File: src/hw/rtl/rdq_pkg.sv
// Shared types and codes for the reversible deque.
// Transaction structs, operation and status codes, control state type.
// No dependencies.
package rdq_pkg;

  typedef logic [2:0] op_t;
  localparam op_t OP_PUSH_FRONT = 3'd0;
  localparam op_t OP_POP_FRONT  = 3'd1;
  localparam op_t OP_PUSH_BACK  = 3'd2;
  localparam op_t OP_POP_BACK   = 3'd3;
  localparam op_t OP_REVERSE    = 3'd4;
  localparam op_t OP_LIST       = 3'd5;

  typedef logic [1:0] status_t;
  localparam status_t STAT_OK    = 2'd0;
  localparam status_t STAT_EMPTY = 2'd1;
  localparam status_t STAT_FULL  = 2'd2;

  typedef struct packed {
    op_t                operation;
    logic signed [31:0] value;
  } in_t;

  typedef struct packed {
    logic signed [31:0] item;
    status_t            status;
    logic               final_res;
  } out_t;

  typedef enum logic {
    ST_IDLE,
    ST_LIST
  } state_t;

endpackage

File: src/hw/rtl/reversible_deque.sv
// Bounded double-ended queue of signed 32-bit values kept in a ring memory.
// Push, pop and reverse each give one status transaction; a list of N stored entries
// gives N results, one read a cycle through the single registered read port of the
// entry memory when the output is not stalled. Reverse only flips a direction flag;
// no data moves. The entry memory needs no clearing pass after reset.
// Depends on rdq_pkg.
module reversible_deque #(
  parameter int DEPTH = 16
) (
  input  logic          clk,
  input  logic          rst_n,
  input  logic          in_valid,
  output logic          in_stall,
  input  rdq_pkg::in_t  in_data,
  output logic          out_valid,
  input  logic          out_stall,
  output rdq_pkg::out_t out_data
);

  localparam int IDX_W = $clog2(DEPTH);
  localparam int CNT_W = $clog2(DEPTH + 1);
  localparam int SUM_W = CNT_W + 1;

  // Ring memory: one write port, one registered read port
  logic [31:0]      mem [DEPTH];
  logic             mem_we;
  logic [IDX_W-1:0] mem_waddr;
  logic [31:0]      mem_wdata;
  logic             rd_en;
  logic [IDX_W-1:0] rd_addr;
  logic [31:0]      rd_data_r;

  rdq_pkg::state_t  state_r, state_nxt;
  logic [IDX_W-1:0] front_r, front_nxt;
  logic [CNT_W-1:0] cnt_r, cnt_nxt;
  logic             rev_r, rev_nxt;
  logic [CNT_W-1:0] idx_r, idx_nxt;
  logic             pend_r, pend_nxt;
  logic             pend_last_r, pend_last_nxt;
  logic             out_valid_r, out_valid_nxt;
  rdq_pkg::out_t    out_data_r, out_data_nxt;

  logic             out_free;
  logic             in_acc;
  logic             move;
  logic             is_empty;
  logic             is_full;
  logic             list_start;
  logic [CNT_W-1:0] rd_off;

  function automatic logic [IDX_W-1:0] slot_of(logic [IDX_W-1:0] base,
                                               logic [CNT_W-1:0] off);
    logic [SUM_W-1:0] sum;
    sum = SUM_W'(base) + SUM_W'(off);
    if (sum >= SUM_W'(DEPTH)) begin
      sum = sum - SUM_W'(DEPTH);
    end
    return sum[IDX_W-1:0];
  endfunction

  assign is_empty   = (cnt_r == '0);
  assign is_full    = (cnt_r == CNT_W'(DEPTH));
  assign out_free   = !out_valid_r || !out_stall;
  assign in_acc     = in_valid && !in_stall;
  assign list_start = in_acc && (in_data.operation == rdq_pkg::OP_LIST) && !is_empty;
  assign rd_off     = rev_r ? (cnt_r - 1'b1 - idx_r) : idx_r;
  assign rd_addr    = slot_of(front_r, rd_off);

  // Next state
  always_comb begin
    state_nxt = state_r;
    unique case (state_r)
      rdq_pkg::ST_IDLE: begin
        if (list_start) begin
          state_nxt = rdq_pkg::ST_LIST;
        end
      end
      rdq_pkg::ST_LIST: begin
        if (move && pend_last_r) begin
          state_nxt = rdq_pkg::ST_IDLE;
        end
      end
      default: state_nxt = rdq_pkg::ST_IDLE;
    endcase
  end

  // Control outputs
  always_comb begin
    in_stall = 1'b1;
    move     = 1'b0;
    rd_en    = 1'b0;
    unique case (state_r)
      rdq_pkg::ST_IDLE: begin
        in_stall = !out_free;
      end
      rdq_pkg::ST_LIST: begin
        move  = pend_r && out_free;
        // issue a read only when the read register is free or being drained
        rd_en = (idx_r != cnt_r) && (!pend_r || move);
      end
      default: begin
        in_stall = 1'b1;
      end
    endcase
  end

  // Datapath
  always_comb begin
    front_nxt     = front_r;
    cnt_nxt       = cnt_r;
    rev_nxt       = rev_r;
    idx_nxt       = idx_r;
    pend_nxt      = pend_r;
    pend_last_nxt = pend_last_r;
    out_valid_nxt = out_free ? 1'b0 : out_valid_r;
    out_data_nxt  = out_data_r;
    mem_we        = 1'b0;
    mem_waddr     = front_r;
    mem_wdata     = in_data.value;

    if (in_acc) begin
      out_valid_nxt          = 1'b1;
      out_data_nxt.item      = '0;
      out_data_nxt.status    = rdq_pkg::STAT_OK;
      out_data_nxt.final_res = 1'b1;
      unique case (in_data.operation)
        rdq_pkg::OP_PUSH_FRONT, rdq_pkg::OP_PUSH_BACK: begin
          if (is_full) begin
            out_data_nxt.status = rdq_pkg::STAT_FULL;
          end else begin
            mem_we  = 1'b1;
            cnt_nxt = cnt_r + 1'b1;
            if ((in_data.operation == rdq_pkg::OP_PUSH_FRONT) == !rev_r) begin
              front_nxt = (front_r == '0) ? IDX_W'(DEPTH - 1) : front_r - 1'b1;
              mem_waddr = front_nxt;
            end else begin
              mem_waddr = slot_of(front_r, cnt_r);
            end
          end
        end
        rdq_pkg::OP_POP_FRONT, rdq_pkg::OP_POP_BACK: begin
          if (is_empty) begin
            out_data_nxt.status = rdq_pkg::STAT_EMPTY;
          end else begin
            cnt_nxt = cnt_r - 1'b1;
            if ((in_data.operation == rdq_pkg::OP_POP_FRONT) == !rev_r) begin
              front_nxt = (front_r == IDX_W'(DEPTH - 1)) ? '0 : front_r + 1'b1;
            end
          end
        end
        rdq_pkg::OP_REVERSE: begin
          if (is_empty) begin
            out_data_nxt.status = rdq_pkg::STAT_EMPTY;
          end else begin
            rev_nxt = !rev_r;
          end
        end
        rdq_pkg::OP_LIST: begin
          if (is_empty) begin
            out_data_nxt.status = rdq_pkg::STAT_EMPTY;
          end else begin
            // results come from the read path
            out_valid_nxt = out_free ? 1'b0 : out_valid_r;
            out_data_nxt  = out_data_r;
            idx_nxt       = '0;
            pend_nxt      = 1'b0;
          end
        end
        default: begin
        end
      endcase
    end

    if (move) begin
      out_valid_nxt          = 1'b1;
      out_data_nxt.item      = rd_data_r;
      out_data_nxt.status    = rdq_pkg::STAT_OK;
      out_data_nxt.final_res = pend_last_r;
      pend_nxt               = 1'b0;
    end

    if (rd_en) begin
      idx_nxt       = idx_r + 1'b1;
      pend_nxt      = 1'b1;
      pend_last_nxt = (idx_r == cnt_r - 1'b1);
    end
  end

  always_ff @(posedge clk) begin
    if (mem_we) begin
      mem[mem_waddr] <= mem_wdata;
    end
    if (rd_en) begin
      rd_data_r <= mem[rd_addr];
    end
  end

  always_ff @(posedge clk) begin
    if (!rst_n) begin
      state_r     <= rdq_pkg::ST_IDLE;
      front_r     <= '0;
      cnt_r       <= '0;
      rev_r       <= 1'b0;
      idx_r       <= '0;
      pend_r      <= 1'b0;
      pend_last_r <= 1'b0;
      out_valid_r <= 1'b0;
    end else begin
      state_r     <= state_nxt;
      front_r     <= front_nxt;
      cnt_r       <= cnt_nxt;
      rev_r       <= rev_nxt;
      idx_r       <= idx_nxt;
      pend_r      <= pend_nxt;
      pend_last_r <= pend_last_nxt;
      out_valid_r <= out_valid_nxt;
    end
  end

  always_ff @(posedge clk) begin
    out_data_r <= out_data_nxt;
  end

  assign out_valid = out_valid_r;
  assign out_data  = out_data_r;

endmodule

File: config.mk
export PLATFORM = sky130hd
export DESIGN_NAME = reversible_deque
export DESIGN_NICKNAME = d
export VERILOG_FILES = /design/src/hw/rtl/rdq_pkg.sv /design/src/hw/rtl/reversible_deque.sv
export SDC_FILE = /design/constraint.sdc
export NUM_CORES = 1
export LEC_CHECK = 0
export BUFFER_PORTS_ARGS = -buffer_cell sky130_fd_sc_hd__buf_2
export CORE_MARGIN = 5
export CORE_UTILIZATION = 40
export CTS_CLUSTER_SIZE = 20
export DETAILED_ROUTE_END_ITERATION = 8
export PLACE_DENSITY = 0.58
export SLEW_MARGIN = 15
export SYNTH_ARGS = -nofsm -noshare
export SYNTH_HDL_FRONTEND = slang
export SYNTH_SLANG_ARGS = --single-unit
File: constraint.sdc
create_clock -name clk -period 5.7 [get_ports clk]
set_input_delay 0.57 -clock clk [delete_from_list [all_inputs] [get_ports clk]]
set_output_delay 0.57 -clock clk [all_outputs]
set_load 0.05 [all_outputs]
# Word-level counts from Yosys, hierarchy flattened

Memories as Yosys holds them, arrays and structs flattened. A register that Yosys moved wholly into a read port is not among the register bits.
Cells that the tools add are included.
W data, S select, Z words.

Add/subtract/negate cells: 10
$lt $le $gt $ge: 2
Equality and inequality tests: 19
Multiplexer cells: 52
Bitwise operators: 2
Reductions and logical operators: 34

Operators by type and width:

| operator              | count |
|---|---|
| $mux W35              | 2 |
| $mux W32              | 2 |
| $mux W4               | 12 |
| $mux W5               | 7 |
| $mux W1               | 23 |
| $add A4 B5 Y6         | 2 |
| $ge A6 B5 Y1 const B  | 2 |
| $ne A2 B2 Y1 const B  | 6 |
| $sub A4 B1 Y4 const B | 3 |
| $add A5 B1 Y5 const B | 2 |
| $pmux W5 S2           | 1 |
| $reduce_and A3 Y1     | 3 |
| $pmux W4 S2           | 1 |
| $reduce_bool A2 Y1    | 4 |
| $logic_not A1 Y1      | 7 |
| $eq A3 B2 Y1 const B  | 2 |
| $eq A3 B3 Y1 const B  | 2 |
| $logic_and A1 B1 Y1   | 6 |
| $ne A3 B3 Y1 const B  | 2 |
| $pmux W2 S3           | 1 |
| $reduce_and A6 Y1     | 1 |
| $reduce_bool A3 Y1    | 2 |
| $eq A5 B5 Y1          | 1 |
| $eq A5 B5 Y1 const B  | 1 |
| 18 further kinds      | 24 |

Flip-flop bits (word level): 54
Memory bits (writable): 512
Input bits: 39
Output and inout bits: 37
Logic and storage cells: 131
Memories: 1

Memories:

| memory | words | bits a word | rd ports | clocked after Yosys merged registers in | write ports | RTL line               | RTL |
|---|---|---|---|---|---|---|---|
| mem    | 16    | 32          | 1        | 1                                       | 1           | reversible_deque.sv:25 | `logic [31:0] mem [DEPTH];` |

# Longest topological paths before layout

Gate-level depths: netlist of the first run.

Word-level depth: 10
Gate-level depth with buffers: 14
Gate-level depth less buffers: 13

# Worst setup path before layout of the first run

OpenSTA, ideal clock, no wires.

Path type: register -> register
From: register out_valid_r, in the netlist out_valid
To: memory mem[14][0] (enable)
Arrival time: 3.931 ns
Required time: 5.239 ns
Setup slack: 1.308 ns
Cell stages (with the launch flop): 6
Path buffers: 0
Cells stage by stage: dfxtp_1 a21oi_1 nand2_1 nor4b_1 nand3_1 nor3_1

Cells in the longest elaborated chain, start to end: 9
Elaborated cells between the ends (all ways): 10

Ends and longest elaborated chain:

| what                          | RTL line                | RTL |
|---|---|---|
| from (decl)                   | reversible_deque.sv:40  | `logic out_valid_r, out_valid_nxt;` |
| from (signal assigned)        | reversible_deque.sv:216 | `out_valid_r <= out_valid_nxt;` |
| $logic_not A1 Y1 *            | reversible_deque.sv:63  | `assign out_free = !out_valid_r \|\| !out_stall;` |
| $logic_or A1 B1 Y1 *          | reversible_deque.sv:63  |  |
| $logic_not A1 Y1 *            | reversible_deque.sv:94  | `in_stall = !out_free;` |
| $mux W1 *                     | reversible_deque.sv:92  | `unique case (state_r)` |
| $logic_not A1 Y1 *            | reversible_deque.sv:64  | `assign in_acc = in_valid && !in_stall;` |
| $logic_and A1 B1 Y1 *         | reversible_deque.sv:64  |  |
| $mux W1                       | reversible_deque.sv:121 | `if (in_acc) begin` |
| $mux W1                       | reversible_deque.sv:190 | `if (mem_we) begin` |
| $mux W1 (implied by the code) | reversible_deque.sv:191 | `mem[mem_waddr] <= mem_wdata;` |
| to (decl)                     | reversible_deque.sv:25  |  |

Mark *: on every way between the ends. The rest lies on a longest branch, timed or not.

# Worst setup path after layout of the first run

From: register cnt_r[0]
To: register rd_data_r[25] (read register of mem) (data pin)

Cells in the longest elaborated chain, start to end: 6
Elaborated cells between the ends (all ways): 10

Ends and longest elaborated chain:

| what                                          | RTL line                                       | RTL |
|---|---|---|
| from (decl)                                   | reversible_deque.sv:35                         | `logic [CNT_W-1:0] cnt_r, cnt_nxt;` |
| from (signal assigned)                        | reversible_deque.sv:211                        | `cnt_r <= cnt_nxt;` |
| $sub A5 B1 Y5                                 | reversible_deque.sv:66                         | `assign rd_off = rev_r ? (cnt_r - 1'b1 - idx_r) : idx_r;` |
| $sub A5 B5 Y5                                 | reversible_deque.sv:66                         |  |
| $mux W5                                       | reversible_deque.sv:66                         |  |
| $add A4 B5 Y6                                 | reversible_deque.sv:54                         | `sum = SUM_W'(base) + SUM_W'(off);` |
| $ge A6 B5 Y1 or $sub A4 B1 Y4 (tied branches) | reversible_deque.sv:55, reversible_deque.sv:56 |  |
| $mux W4                                       | reversible_deque.sv:55                         | `if (sum >= SUM_W'(DEPTH)) begin` |
| to (decl)                                     | reversible_deque.sv:31                         | `logic [31:0] rd_data_r;` |

Parallel ways exist; a longest one is shown, timed or not.
A chain may end at the register's enable or synchronous reset.

==> results of run 1 <==
-- logic make-up after synthesis --
family	count (synthesis)
XOR/XNOR	24
adder cells (fa/ha/maj)	18
buffers and inverters	72
AO/OA/AOI/OAI	59
AND/OR/NAND/NOR	129
multiplexers	232
flip-flops	598
-- where the power goes --
| group | switching, mW | internal (mW) | leakage, nW |
|---|---|---|---|
| Clock | 1.64 | 2.19 | 0.919 |
| Combinational | 0.376 | 0.254 | 2.69 |
| Sequential | 0.0191 | 4.88 | 5.40 |
-- routing by layer --
layer	global-route usage, %	vias up	wire (um)
li1	-	4866	-
met1	22.87	5885	23110
met2	26.11	215	24670
met3	2.768	73	2181
met4	3.887	8	898
met5	0	-	48
-- registers in the layout, summed over array words and instances (netlist names) --
| signal | flops |
|---|---|
| state_r | 1 |
| cnt_r | 5 |
| rev_r | 1 |
| pend_last_r | 1 |
| out_data | 35 |
| rd_data_r | 32 |
| pend_r | 1 |
| idx_r | 5 |
| mem | 512 |
| front_r | 4 |
| out_valid | 1 |
-- cells in the final DEF, fill, tap and decap left out, types with 15 or more instances in the layout --
master / netlist / layout
edfxtp_1: 577 / 577
mux4_2: 128 / 128
mux2i_1: 102 / 102
buf_2: 23 / 75
clkbuf_16: 0 / 61
and2_1: 33 / 33
buf_4: 0 / 32
a21oi_1: 23 / 23
nand3_1: 22 / 22
dfxtp_1: 21 / 21
clkinv_1: 1 / 19
inv_1: 19 / 18
nor2_1: 25 / 17
clkbuf_1: 25 / 15
-- per-stage QoR --
step | utilization [%] | hold slack [ns]
final | 46.00 | 0.2011
after global routing | 46.00 | 0.1679
after CTS | 46.00 | 0.1406
after detailed placement | 42.75 | 0.4470
after global placement | 42.75 | 0.4477
after floorplan | - | 0.4366
-- critical path, stage by stage (launching register included) --
cell	delay [ns]
dfxtp_1	0.43
inv_1	0.13
ha_1	0.26
xor2_1	0.15
ha_1	0.35
xnor2_1	0.14
nand2_1	0.06
o21ai_0	0.10
ha_1	0.43
nand3_1	0.14
and3_1	0.20
or3_1	0.40
o22ai_4	0.50
buf_4	0.47
mux2i_1	0.26
-- area by class of cell --
cell class	count	area, sq um
Fill cell	4885	31690
Sequential cell	598	17750
Multi-Input combinational cell	462	5624
Clock buffer	76	1583
Tap cell	773	967.2
Timing Repair Buffer	110	675.6
Clock inverter	37	325.3
Inverter	20	75.07
-- how the worst max path moves through the flow --
| stage | from | slack (ns) | depth (start not counted) | endpoint |
|---|---|---|---|---|
| floorplan | out_valid | 1.31 | 5 | mem[14][0] |
| global placement | cnt_r[1] | 1.55 | 14 | rd_data_r[25] |
| detailed placement | cnt_r[0] | 1.44 | 14 | rd_data_r[25] |
| CTS | cnt_r[1] | 1.40 | 14 | rd_data_r[25] |
| global route | cnt_r[1] | 1.20 | 14 | rd_data_r[25] |
| finish | cnt_r[0] | 1.50 | 14 | rd_data_r[25] |
==> results.json, run 1 <==
{
  "cts_htree_levels": 2,
  "nets": 1310,
  "yosysMostFrequentCell": "edfxtp_1",
  "cellLeakagePower_nw": 9.008,
  "netlist_top_cells_area": "edfxtp_1 74%, mux4_2 12%, mux2i_1 4.3%",
  "drt_iter0_drc": 911,
  "fmaxAchievable_ghz": 0.2381,
  "postLayoutCellArea_sq_um": 27000,
  "dr.pass1.iters": 4,
  "grt.total_usage_pct": 16.03,
  "io_pins": 76,
  "cp-start-kind": "register",
  "drive_above_1_share_pct": 26.94,
  "synth-simple-area-share_pct": 2.926,
  "fin_crit_sh_pct": 73.68,
  "crit_required_ns": 6.15,
  "syn_area_sq_um": 23560,
  "cap_viol_max_count": 0,
  "cts_sinks": 598,
  "worstSkewPairLatency_ns": 0.63,
  "place_ws_ns": 1.438,
  "synth_fa_ha_area_share_pct": 1.051,
  "cts_hold_buf": 0,
  "drc": 0,
  "cp_max_fo": 14,
  "cts_setup_buffers": 0,
  "synth_edf_count": 577,
  "cts_tree": "done",
  "grt_max_degree": 129,
  "diodes": 0,
  "hold_violations": 0,
  "fin_ws_ns": 1.500,
  "grt_pass1_vias": 11552,
  "cts_max_path_buffers": 3,
  "ys_types": 53,
  "fp-row-count": 89,
  "vias": 11047,
  "synth_commonest_cells": "577 x edfxtp_1, 128 x mux4_2, 102 x mux2i_1, 33 x and2_1",
  "dpl.hpwl_mm": 26.73,
  "grt_pass1_wl_mm": 76.31,
  "yosysSeqAreaShare_pct": 75.32,
  "async_flop_share_pct": 0,
  "syn_area_per_cell_sq_um": 20.81,
  "drt.antenna.violating_nets": 0,
  "dieArea_sq_um": 63860,
  "cp_data_arrival_time_ns": 4.65,
  "synth_compound_area_share_pct": 1.577,
  "hold_depth": 3,
  "timing.rr.start": "cnt_r[0]",
  "portBuffers": 75,
  "yosys-mux-area-fraction_pct": 16.66,
  "regToRegEndpoint": "rd_data_r[25]",
  "routed_wirelength_mm": 50.91,
  "synth.largest_area_cell": "edfxtp_1",
  "rsz0062_at_grt": "false",
  "grt_overflow_total": 0,
  "area_delta_synth_final_pct": 14.58,
  "cts-root-buf": "clkbuf_16",
  "setup_viol_count_final": 0,
  "tightestPinTransition_ns": 1.131,
  "p_per_area_nw_per_um2": 346.4,
  "clock_skew_ns": 0.02029,
  "path_class": "register to register",
  "wire_per_inst_um": 24.52,
  "finalMaxSlewViolations": 0,
  "start_util_pct": 40.15,
  "rrSetupSlack_ns": 1.50,
  "antenna_found_initial": 6,
  "end_kind": "register",
  "syn_inst": 1132,
  "dieWidth_um": 252.7,
  "relSlewSlack_pct": 24.43,
  "min_period_ns": 4.200,
  "status": "finished clean",
  "cts.clk_slew.worst_paths_ns": 0.06,
  "synth_nets": 1189,
  "synth_top_family_by_area": "multiplexers",
  "total_power_mw": 9.352,
  "synth_xor_area_share_pct": 1.046,
  "ys.flop_type": "edfxtp_1",
  "die_h_um": 252.7,
  "dpl_cell_area_sq_um": 25090,
  "fin_cells": 2076,
  "via_per_inst": 5.321,
  "worstHoldStart": "rst_n",
  "numCtsBuffers": 61,
  "reg2reg_depth": 14,
  "cts_resized": 0,
  "hold_path.class": "input port to register",
  "coreArea_sq_um": 58690,
  "gp_congestion": 0.7840,
  "synth_top_area_share_pct": 73.54,
  "place_inst": 1963,
  "peakVddDrop_mv": 0.2738,
  "hold-path-endpoint": "state_r",
  "yosys_warnings": 0,
  "ys_ff_latch": 598,
  "setup_tns_ns": 0
}
(Power assumes the default switching activity.)
==> run 2, diff against run 1 <==
==> constraint.sdc (replaced) <==
create_clock -name clk -period 4.1 [get_ports clk]
set_input_delay 0.41 -clock clk [delete_from_list [all_inputs] [get_ports clk]]
set_output_delay 0.41 -clock clk [all_outputs]
set_load 0.05 [all_outputs]
==> run 2 against run 1 <==
  * Die area did not move
  * Worst setup slack worse by 1.1 ns
  * Clock skew about the same
  * Global-route usage increased by 0.27 points
  * First-iteration DRC count up 8.7%
  * Largest cell class unchanged
==> results.json, run 2 (same netlist as run 1, synthesis figures left out) <==
{
  "area_delta_synth_final_pct": 15.94,
  "drt_iter0_drc": 990,
  "die_h_um": 252.7,
  "hold_violations": 0,
  "finalMaxSlewViolations": 0,
  "worstSkewPairLatency_ns": 0.61,
  "fmaxAchievable_ghz": 0.2703,
  "status": "finished clean",
  "gr-usage-met2_pct": 27.42,
  "coreArea_sq_um": 58690,
  "portBuffers": 75,
  "setup_tns_ns": 0,
  "io_pins": 76,
  "busiest_layer": "met2",
  "reg2reg_depth": 10,
  "grt_overflow_total": 0,
  "timing.hold.ws_ns": 0.05799,
  "path_class": "register to register",
  "cts_htree_levels": 2,
  "antenna_found_initial": 5,
  "swShare_pct": 21.14,
  "p_sw_mw": 2.762,
  "tightestPinTransition_ns": 1.019,
  "critPathSlowestCell": "fa_4",
  "peakVddDrop_mv": 0.3334,
  "clock_skew_ns": 0.02003,
  "min_period_ns": 3.700,
  "cellLeakagePower_nw": 9.115,
  "setup_viol_count_final": 0,
  "most-common-layout-cells": "577 x edfxtp_1, 128 x mux4_2, 102 x mux2i_1",
  "dieArea_sq_um": 63860,
  "seq_power_share_pct": 52.1,
  "dpl_cell_area_sq_um": 25410,
  "drive_above_1_share_pct": 27.74,
  "largest_reg_flops": 512,
  "wire_per_inst_um": 25.07,
  "cp_max_fo": 52,
  "end_kind": "register",
  "drc": 0,
  "use_met1_pct": 22.55,
  "start_util_pct": 40.15,
  "internal_power_mw": 10.30,
  "dpl.hpwl_mm": 27.92,
  "mostFrequentLayoutCell": "edfxtp_1",
  "postLayoutCellArea_sq_um": 27320,
  "gp_congestion": 0.7572,
  "fin_crit_sh_pct": 90.24,
  "cap_viol_max_count": 0,
  "grt_max_degree": 53,
  "cts_max_path_buffers": 3,
  "post-route-util_pct": 46.55,
  "critPathTopFamily": "adder cells",
  "drt.antenna.violating_nets": 0,
  "fp-row-count": 89,
  "hold_depth": 3,
  "crit_required_ns": 4.44,
  "cts_tree": "done",
  "top_register": "mem",
  "cp.depth": 10,
  "numCtsBuffers": 58,
  "routed_wirelength_mm": 52.14,
  "hold_path.class": "input port to register",
  "p_per_area_nw_per_um2": 478.2,
  "crit_path_cell_trace": "inv_1 > ha_1 > fa_1 > a21oi_1 > inv_1 > fa_4 > buf_12 > mux4_2 > mux2i_1 > mux2i_1",
  "p_clk_share_pct": 40.9,
  "cts_sinks": 598,
  "cp_data_arrival_time_ns": 4.04,
  "relSlewSlack_pct": 31.76,
  "cts-root-buf": "clkbuf_16",
  "comb_power_share_pct": 7.0,
  "grt_use_met3_pct": 2.501,
  "cp-start-kind": "register",
  "grt_pass1_vias": 11677,
  "slowest_delay_ns": 0.83,
  "via_per_inst": 5.411,
  "cts_setup_buffers": 0,
  "grt_pass1_wl_mm": 76.88,
  "cts_hold_buf": 0,
  "fillerInstances": 4872,
  "dr.pass1.iters": 5,
  "cts.clk_slew.worst_paths_ns": 0.06,
  "nets": 1316,
  "rsz0062_at_grt": "false",
  "grt.total_usage_pct": 16.30,
  "vias": 11254,
  "dieWidth_um": 252.7,
  "crit_buf_inv": 3,
  "cts_resized": 0
}
==> run 2: cell types whose count changed in the layout (fill, tap and decap cells not counted), sizes merged, moves of 2 or more <==
cell	delta
buf	+9
bufinv	+4
clkbuf	-8
diode	+2
inv	-3
==> run 2: metal layers <==
metal  share of wire, %  vias up  wire, um
met5              0.025        -        13
met4                2.1        2      1120
met3                5.0       77      2595
met2                 50      278     25910
met1                 43     6004     22510
li1                   -     4893         -
==> run 2: final timing paths <==
check                  end   startpoint  slack [ns]
max          rd_data_r[15]     cnt_r[0]        0.40
min                state_r        rst_n        0.06
min reg2reg    pend_last_r  pend_last_r        0.47
max reg2reg  rd_data_r[15]     cnt_r[0]        0.40
==> run 2: cell type report <==
cell class	instances	area, sq um	area share [%]
diodes	2	5.005	0.01832
clock buffers	68	1489	5.451
flip-flops and latches	598	17750	64.97
repair buffers	119	968.4	3.545
well taps	773	967.2	3.541
inverters	20	75.07	0.2748
multi-input cells	462	5652	20.69
clock inverters	38	412.9	1.512
==> run 2: power groups by stage <==
stage | clock network, mW | logic (mW) | registers (mW)
detailed placement | 0 | 0.929 | 6.94
global placement | 0 | 0.912 | 6.93
floorplan | 0 | 0.542 | 7.01
CTS | 5.49 | 0.932 | 6.81
global route | 5.73 | 0.991 | 6.81
finish | 5.34 | 0.911 | 6.81
==> run 2: tightest hold or removal path, delay by kind of cell <==
family,cells,cell delay (ns)
buffers and inverters,1,0.11
AND/OR/NAND/NOR,1,0.05
AO/OA/AOI/OAI,1,0.03
==> run 2: per-stage QoR <==
stage / std cells / setup WS [ns] / power (mW)
detailed placement: 1972 / 0.3972 / 7.866
floorplan: 1132 / -0.2920 / 7.556
global placement: 1972 / 0.4208 / 7.845
CTS: 2078 / 0.3731 / 13.22
global route: 2079 / 0.2160 / 13.53
finish: 2080 / 0.4003 / 13.06
==> run 3, diff against run 2 <==
--- a/config.mk
+++ b/config.mk
@@ -8,6 +8,7 @@
 export BUFFER_PORTS_ARGS = -buffer_cell sky130_fd_sc_hd__buf_2
 export CORE_MARGIN = 5
 export CORE_UTILIZATION = 40
+export CTS_BUF_LIST = sky130_fd_sc_hd__clkbuf_2
 export CTS_CLUSTER_SIZE = 20
 export DETAILED_ROUTE_END_ITERATION = 8
 export PLACE_DENSITY = 0.58
==> run 3 against run 2 <==
  * First-iteration DRC count is 11% lower
  * Die area stayed put
  * Critical path depth stayed put
  * Via count is 7.3% higher
  * Wire length is 2.9% higher
  * Sequential power hardly changed
  * Utilization is 0.52 points higher
  * Worst hold slack better by 0.15 ns
==> results.json, run 3 (same netlist as run 1, synthesis figures left out) <==
{
  "mostFrequentLayoutCell": "edfxtp_1",
  "setup_viol_count_final": 0,
  "start_util_pct": 40.15,
  "hold_violations": 0,
  "grt_overflow_total": 0,
  "hold-path-endpoint": "mem[11][30]",
  "path_class": "register to register",
  "cts_max_path_buffers": 3,
  "drt.antenna.violating_nets": 0,
  "most-common-layout-cells": "577 x edfxtp_1, 211 x clkbuf_2, 128 x mux4_2",
  "min_period_ns": 3.701,
  "antenna_found_initial": 4,
  "busiest_layer": "met2",
  "cts.clk_slew.worst_paths_ns": 0.10,
  "rrSetupSlack_ns": 0.40,
  "cellLeakagePower_nw": 9.564,
  "top_register": "mem",
  "area_delta_synth_final_pct": 17.22,
  "reg2reg_depth": 10,
  "routed_wirelength_mm": 53.65,
  "dieWidth_um": 252.7,
  "via_per_inst": 5.209,
  "drc": 0,
  "hold_depth": 2,
  "worstSkewPairLatency_ns": 1.26,
  "cts_resized": 0,
  "drive_above_1_share_pct": 33.18,
  "grt_pass1_wl_mm": 79.81,
  "dieArea_sq_um": 63860,
  "cts_htree_levels": 4,
  "numCtsBuffers": 153,
  "grt_pass1_vias": 12927,
  "grt_use_met3_pct": 4.610,
  "cts_sinks": 598,
  "use_met1_pct": 22.26,
  "io_pins": 76,
  "finalMaxSlewViolations": 0,
  "cts_hold_buf": 86,
  "cap_viol_max_count": 0,
  "grt_max_degree": 53,
  "dpl.hpwl_mm": 27.92,
  "fillerInstances": 5032,
  "fin_crit_sh_pct": 90.27,
  "timing.rr.start": "cnt_r[0]",
  "nets": 1497,
  "vias": 12080,
  "portBuffers": 75,
  "crit_required_ns": 5.04,
  "end_kind": "register",
  "p_per_area_nw_per_um2": 423.0,
  "relSlewSlack_pct": 31.78,
  "cts-root-buf": "clkbuf_2",
  "regToRegEndpoint": "rd_data_r[15]",
  "place_ws_ns": 0.3972,
  "largest_reg_flops": 512,
  "gr-usage-met2_pct": 28.23,
  "dr.pass1.iters": 5,
  "gp_congestion": 0.7572,
  "cts_tree": "done",
  "place_inst": 1972,
  "fmaxAchievable_ghz": 0.2702,
  "total_power_mw": 11.68,
  "wire_per_inst_um": 23.13,
  "fin_ws_ns": 0.3989,
  "worstHoldStart": "in_data[30]",
  "grt.total_usage_pct": 17.05,
  "drt_iter0_drc": 885,
  "cp_max_fo": 52,
  "rsz0062_at_grt": "false",
  "cp_data_arrival_time_ns": 4.65,
  "cts_setup_buffers": 0,
  "fin_cells": 2319,
  "hold_path.class": "input port to register",
  "status": "finished clean",
  "die_h_um": 252.7,
  "tightestPinTransition_ns": 1.023,
  "post-route-util_pct": 47.06,
  "coreArea_sq_um": 58690,
  "cp-start-kind": "register",
  "fp-row-count": 89,
  "peakVddDrop_mv": 0.2213,
  "clock_skew_ns": 0.08179
}
run 3: stage by stage:
step | cell area (sq um) | hold WS [ns] | TNS (ns)
after floorplan | 23580 | 0.4366 | -37.32
after global placement | 25410 | 0.4467 | 0
after detailed placement | 25410 | 0.4557 | 0
after CTS | 27610 | 0.005682 | 0
after global routing | 27620 | 0.001822 | 0
final | 27620 | 0.2066 | 0
run 3: worst max-delay path by stage:
stage	start	slack, ns	to	depth (start not counted)
after floorplan	out_valid	-0.29	mem[14][0]	5
after global placement	cnt_r[1]	0.42	rd_data_r[13]	10
after detailed placement	cnt_r[0]	0.40	rd_data_r[15]	10
after CTS	cnt_r[0]	0.36	rd_data_r[15]	10
after global routing	cnt_r[0]	0.22	rd_data_r[0]	14
final	cnt_r[0]	0.40	rd_data_r[15]	10
run 3: layer usage:
layer | routed length (um) | vias to the layer above | part of all wire (%)
li1 | - | 5348 | -
met1 | 22850 | 6304 | 43
met2 | 26720 | 362 | 50
met3 | 3265 | 66 | 6.1
met4 | 808 | 0 | 1.5
met5 | 0 | - | 0
run 3: cell type report:
| cell class | count | area, sq um | area share, % |
|---|---|---|---|
| multi-input cells | 462 | 5652 | 20.46 |
| repair buffers | 205 | 1829 | 6.623 |
| well taps | 773 | 967.2 | 3.502 |
| inverters | 20 | 75.07 | 0.2718 |
| clock buffers | 211 | 1056 | 3.823 |
| diodes | 3 | 7.507 | 0.02718 |
| clock inverters | 47 | 285.3 | 1.033 |
| flip-flops and latches | 598 | 17750 | 64.26 |
run 3: power by group:
group          internal, mW  switching (mW)
Combinational         0.432           0.550
Clock                  1.58            2.33
Sequential             6.77          0.0281
Total                  8.78            2.90
run 3: critical path, stage by stage (launching register included):
cell	delay, ns
dfxtp_1	0.45
inv_1	0.13
ha_1	0.33
fa_1	0.44
a21oi_1	0.21
inv_1	0.08
fa_4	0.82
buf_12	0.30
mux4_2	0.36
mux2i_1	0.17
mux2i_1	0.09
